$ cat config.mk
export PLATFORM = sky130hd
export DESIGN_NAME = rsx_front
export DESIGN_NICKNAME = d
export VERILOG_FILES = /design/src/rtl/rsx_pkg.sv /design/src/rtl/rsx_front.sv
export SDC_FILE = /design/constraint.sdc
export NUM_CORES = 1
export LEC_CHECK = 0
export ABC_AREA = 1
export BUFFER_PORTS_ARGS = -buffer_cell sky130_fd_sc_hd__buf_2
export CAP_MARGIN = 20
export CORE_ASPECT_RATIO = 0.75
export CORE_UTILIZATION = 38
export CTS_CLUSTER_SIZE = 40
export DETAILED_ROUTE_END_ITERATION = 6
export MAX_ROUTING_LAYER = met4
export PLACE_DENSITY_LB_ADDON = 0.12
export SLEW_MARGIN = 20
export SYNTH_ARGS = -nofsm -noshare
export SYNTH_HDL_FRONTEND = slang
export SYNTH_SLANG_ARGS = --single-unit
$ cat constraint.sdc
create_clock -name clk -period 5 [get_ports clk]
set_input_delay 1 -clock clk [delete_from_list [all_inputs] [get_ports clk]]
set_output_delay 1 -clock clk [all_outputs]
set_load 0.01 [all_outputs]
$ cat src/rtl/rsx_pkg.sv
// ----------------------------------------------------------------------------
// rsx_pkg
// shared types, constants and sizes of the instruction execute core
// ----------------------------------------------------------------------------
package rsx_pkg;

  localparam int DATA_MEM_WORDS = 1024;   // power of two, index is a bit field
  localparam int DMEM_AW        = $clog2(DATA_MEM_WORDS);
  localparam int REG_COUNT      = 16;
  localparam int REG_AW         = $clog2(REG_COUNT);
  localparam int QUEUE_DEPTH    = 2;
  localparam int QUEUE_AW       = (QUEUE_DEPTH > 1) ? $clog2(QUEUE_DEPTH) : 1;
  localparam int QUEUE_CW       = $clog2(QUEUE_DEPTH + 1);

  localparam logic [REG_AW-1:0] PC_REG   = 4'd15;
  localparam logic [REG_AW-1:0] LINK_REG = 4'd14;

  localparam logic [3:0] COND_ALWAYS  = 4'hE;
  localparam logic [3:0] MUL_PATTERN  = 4'b1001;
  localparam logic [3:0] OP_SUB       = 4'd2;
  localparam logic [3:0] OP_ADD       = 4'd4;
  localparam logic [3:0] SWI_PREFIX   = 4'hF;
  localparam logic [7:0] SWI_HALT_NUM = 8'h0A;

  localparam logic [1:0] CLS_DATA   = 2'b00;
  localparam logic [1:0] CLS_XFER   = 2'b01;
  localparam logic [1:0] CLS_BRANCH = 2'b10;
  localparam logic [1:0] CLS_SWI    = 2'b11;

  typedef enum logic [2:0] {
    K_NOP,
    K_MUL,
    K_ALU,
    K_LOAD,
    K_STORE,
    K_BRANCH,
    K_SWI
  } op_kind_t;

  // decoded instruction handed from the front end to the back end
  typedef struct packed {
    op_kind_t          kind;
    logic              flag_s;
    logic              sub;
    logic              up;
    logic              wb;
    logic              link;
    logic [REG_AW-1:0] ra;
    logic [REG_AW-1:0] rb;
    logic [REG_AW-1:0] rd;
    logic [REG_AW-1:0] rn;
    logic [31:0]       imm;
  } dec_t;

  // one result item
  typedef struct packed {
    logic [31:0]       next_pc;
    logic              dest_write;
    logic [REG_AW-1:0] dest_index;
    logic [31:0]       dest_value;
    logic              base_write;
    logic [REG_AW-1:0] base_index;
    logic [31:0]       base_value;
    logic              store_done;
    logic [31:0]       store_address;
    logic [31:0]       store_value;
    logic [1:0]        flags_nz;
    logic              halted;
  } res_t;

  typedef enum logic [2:0] {
    BK_RD,
    BK_EX,
    BK_LD,
    BK_WB2,
    BK_HOLD
  } bk_state_t;

endpackage

$ cat src/rtl/rsx_front.sv
// ----------------------------------------------------------------------------
// rsx_front
// accepts instruction words, decodes them and queues them for execution
// ----------------------------------------------------------------------------
module rsx_front
  import rsx_pkg::*;
(
  input  logic        clk,
  input  logic        rst_n,
  input  logic        in_valid,
  output logic        in_ready,
  input  logic [31:0] in_instr,
  input  logic        hold_off,
  output logic        q_valid,
  output dec_t        q_item,
  input  logic        q_pop
);

  dec_t                dec_c;
  dec_t                q_mem_r [QUEUE_DEPTH];
  logic [QUEUE_AW-1:0] wr_ptr_r;
  logic [QUEUE_AW-1:0] rd_ptr_r;
  logic [QUEUE_CW-1:0] count_r;
  logic                push;
  logic [63:0]         rot_pair;
  logic [4:0]          rot_amt;

  // rotate by twice the 4-bit field
  assign rot_amt  = {in_instr[11:8], 1'b0};
  assign rot_pair = {24'd0, in_instr[7:0], 24'd0, in_instr[7:0]} >> rot_amt;

  always_comb begin
    dec_c      = '0;
    dec_c.kind = K_NOP;
    if (in_instr[31:28] == COND_ALWAYS) begin
      unique case (in_instr[27:26])
        CLS_DATA: begin
          if (in_instr[7:4] == MUL_PATTERN) begin
            if (!in_instr[21] && in_instr[19:16] != in_instr[3:0] &&
                in_instr[19:16] != PC_REG && in_instr[3:0] != PC_REG &&
                in_instr[11:8] != PC_REG) begin
              dec_c.kind   = K_MUL;
              dec_c.flag_s = in_instr[20];
              dec_c.rd     = in_instr[19:16];
              dec_c.ra     = in_instr[3:0];
              dec_c.rb     = in_instr[11:8];
            end
          end else if (in_instr[25] &&
                       (in_instr[24:21] == OP_SUB || in_instr[24:21] == OP_ADD)) begin
            dec_c.kind = K_ALU;
            dec_c.sub  = (in_instr[24:21] == OP_SUB);
            dec_c.ra   = in_instr[19:16];
            dec_c.rd   = in_instr[15:12];
            dec_c.imm  = rot_pair[31:0];
          end
        end
        CLS_XFER: begin
          if (!in_instr[25] && !in_instr[22]) begin
            dec_c.kind = in_instr[20] ? K_LOAD : K_STORE;
            dec_c.up   = in_instr[23];
            dec_c.wb   = in_instr[21];
            dec_c.rn   = in_instr[19:16];
            dec_c.rd   = in_instr[15:12];
            dec_c.ra   = in_instr[19:16];
            dec_c.rb   = in_instr[15:12];
            dec_c.imm  = {20'd0, in_instr[11:0]};
          end
        end
        CLS_BRANCH: begin
          dec_c.kind = K_BRANCH;
          dec_c.link = in_instr[24];
          dec_c.imm  = {{6{in_instr[23]}}, in_instr[23:0], 2'b00};
        end
        CLS_SWI: begin
          if (in_instr[27:24] == SWI_PREFIX && in_instr[7:0] == SWI_HALT_NUM) begin
            dec_c.kind = K_SWI;
          end
        end
      endcase
    end
  end

  assign in_ready = (count_r != QUEUE_CW'(QUEUE_DEPTH)) && !hold_off;
  assign push     = in_valid && in_ready;
  assign q_valid  = (count_r != '0);
  assign q_item   = q_mem_r[rd_ptr_r];

  always_ff @(posedge clk) begin
    if (push) begin
      q_mem_r[wr_ptr_r] <= dec_c;
    end
  end

  always_ff @(posedge clk) begin
    if (!rst_n) begin
      wr_ptr_r <= '0;
      rd_ptr_r <= '0;
      count_r  <= '0;
    end else begin
      if (push) begin
        wr_ptr_r <= (wr_ptr_r == QUEUE_AW'(QUEUE_DEPTH - 1)) ? '0 : wr_ptr_r + 1'b1;
      end
      if (q_pop) begin
        rd_ptr_r <= (rd_ptr_r == QUEUE_AW'(QUEUE_DEPTH - 1)) ? '0 : rd_ptr_r + 1'b1;
      end
      if (push && !q_pop) begin
        count_r <= count_r + 1'b1;
      end else if (!push && q_pop) begin
        count_r <= count_r - 1'b1;
      end
    end
  end

endmodule

==> flow_summary.toml <==
[outcome]
run_status = "finished, final reports clean"

[hold_path]
worst_hold_path.num_cells = 2
hold_end = "count_r[1]"
min-delay-start = "count_r[1]"
hold_class = "register to register"

[yosys]
synth.area.mux_share_pct = 10.8
synth-compound-area-share_pct = 6.68
synthXorXnorAreaFrac_pct = 0
synth_edf_count = 112
synthArstFlopShare_pct = 0
synthAdderAreaFrac_pct = 0.213
post_synth_num_cell_types = 25
ys.flop_type = "edfxtp_1"
syn_area_per_cell_sq_um = 10.4
synth_common_cells = "129 x nand2_1, 112 x edfxtp_1, 56 x mux2_2"
seq_area_frac_synth_pct = 59.1
ys_warn_count = 0
syn-num-nets = 602
synth_simple_gate_area_share_pct = 18.0
synthesis.instances = 564
yosys.area.top_type = "edfxtp_1"
synthesis.area_sq_mm = 0.00586
post-synth-top-count-cell = "nand2_1"
synth_top_family_by_area = "simple AND/OR/NAND/NOR gates"
synth_seq_cells = 117
synth.top_cell.area_share_pct = 57.4
synth_area_leaders = "edfxtp_1 57%, mux2_2 11%, nand2_1 8.3%"

[global_route]
grt-ovfl-total = 0
grt_max_degree = 41
antenna_found_initial = 1
grt_pass1_wl_um = 24200
grt_usage_pct = 21.2
grt_pass1_vias = 4283

[cells_and_area]
drive_above_1_share_pct = 30.3
nets = 688
fin_area_sq_mm = 0.00707
areaGrowthSynthToFinish_pct = 20.6

[sta]
skew_ps = 6.76
setup_slack_ps = 1710
maxSlewHeadroom_pct = 33.9
worst_hold_slack_ps = 489
layout_min_cycle_time_ps = 3290
finalHoldViolations = 0
finalMaxSlewViolations = 0
rsz0062_at_grt = "no"
setup_viol = 0
period_share_pct = 65.8
max_freq_mhz = 304
fin_setup_tns_ps = 0
worst_pin_slew_ps = 991

[route]
avgViaCountPerCell = 5.23
drtAntennaViolNets = 0
wire_per_inst_um = 17.9
routed-via-count = 4515
drt_iter0_drc = 344
drc = 0
wirelength_um = 15500
dr.pass1.iters = 5

[clock_network]
clock_latency_ps = 420
cts_root_buf = "clkbuf_16"
cts_hold_buf = 0
cts_tree = "done"
cts_max_level = 4
ctsResizeCount = 0
clockBufferDepth = 2
cts.sinks = 117
clk_pin_slew_ps = 50
post_cts_buffers = 0
cts_buffers = 17

[setup_path]
arrival_ps = 2290
r2r-end = "q_mem_r[0][29]"
reg2reg_depth = 5
cp-start-kind = "register"
endpoint_kind = "primary output"
critical_path_class = "register to primary output"
cpMaxStageDelayCell = "dfxtp_2"
cpPeakStageDelay_ps = 940
cp_max_fo = 38
path_cells = "buf_4 > mux2_2 > buf_2"
crit_required_ps = 4000
r2r-start = "count_r[0]"
r2r_slack_ps = 2640

[power]
power.leakage_nw = 2.62
peakVddDrop_v = 0.000230
p_seq_share_pct = 43.1
power_frac_comb_pct = 10.4
intPower_w = 0.00199
power_density_mw_per_mm2 = 371
p_sw_w = 0.000628
clkPwrFrac_pct = 46.5
swShare_pct = 24.0

[floorplanning]
die_h_um = 110
row_count = 38
io_pins = 95
die_area_sq_mm = 0.0159
floorplan.initialDensity_pct = 39.8
die_w_um = 145
core_area_sq_mm = 0.0147

[placed_design]
placed_cell_area_sq_mm = 0.00648
dp_slack_ps = 1880
globalplace.congestion = 0.881
hpwl_um = 10700
io_buffers = 94

[job]
maxCapViolCount = 0
-- metal layers --
layer  global-route usage, %  wire length [um]
met1                    29.9              7550
met2                    29.7              6620
met3                    4.65              1060
met4                    8.20               232
met5                       -                 0
-- state kept, by name, summed over array words and instances, names as in the netlist, named ones only --
signal / cells
q_mem_r: 112
wr_ptr_r: 1
count_r: 2
rd_ptr_r: 1
-- final cells by class --
class	count	area (sq um)
Fill cell	1396	7670
Clock buffer	19	433
Inverter	41	154
Timing Repair Buffer	98	500
Multi-Input combinational cell	375	2110
Sequential cell	117	3460
Clock inverter	13	156
Tap cell	200	250
Antenna cell	1	2.50
-- power by group through the flow --
stage               clock network, W  registers [W]  logic (W)
global placement                   0        0.00115   0.000270
global route                 0.00129        0.00114   0.000300
CTS                          0.00124        0.00113   0.000274
floorplan                          0        0.00114   0.000178
finish                       0.00122        0.00113   0.000274
detailed placement                 0        0.00115   0.000272
-- cells by family (layout without fill, tap and decap cells) --
family                   Yosys count  in the layout
AND/OR/NAND/NOR                  246            246
buffers and inverters             72            171
adder cells (fa/ha/maj)            1              1
multiplexers                      56             56
other                              0              1
flip-flops                       117            117
AO/OA/AOI/OAI                     72             72
-- how the worst max path moves through the flow --
stage,start,to
floorplan,hold_off,q_mem_r[0][0]
global route,register,q_item[40]
detailed placement,hold_off,q_mem_r[1][10]
CTS,register,q_item[40]
finish,register,q_item[40]
global placement,hold_off,q_mem_r[1][10]
-- critical path: cells and delay by family, from the launching register on --
kind | cells | cell delay [ps]
buf+inv | 2 | 550
flops | 1 | 940
mux | 1 | 380
-- stage by stage --
stage,cells,util [%],total power [W]
2_1_floorplan,564,-,0.00132
3_3_place_gp,831,43.9,0.00142
3_5_place_dp,831,43.9,0.00142
4_1_cts,863,47.9,0.00265
5_1_grt,864,48.0,0.00272
6_report,864,48.0,0.00262
-- cell usage in the layout, fill, tap and decap left out, types with 4 or more instances in the layout --
| cell | Yosys | routed |
|---|---|---|
| nand3_1 | 44 | 44 |
| buf_2 | 20 | 94 |
| a21oi_1 | 48 | 48 |
| nor2_2 | 5 | 5 |
| o21ai_0 | 14 | 14 |
| edfxtp_1 | 112 | 112 |
| mux2_2 | 56 | 56 |
| buf_4 | 3 | 4 |
| clkbuf_16 | 0 | 17 |
| a22oi_1 | 7 | 7 |
| inv_2 | 6 | 6 |
| dfxtp_1 | 5 | 4 |
| nor2_1 | 49 | 47 |
| clkinvlp_4 | 0 | 4 |
| inv_1 | 35 | 35 |
| nand4_1 | 13 | 13 |
| nand2_1 | 129 | 129 |
(Power assumes the default switching activity.)
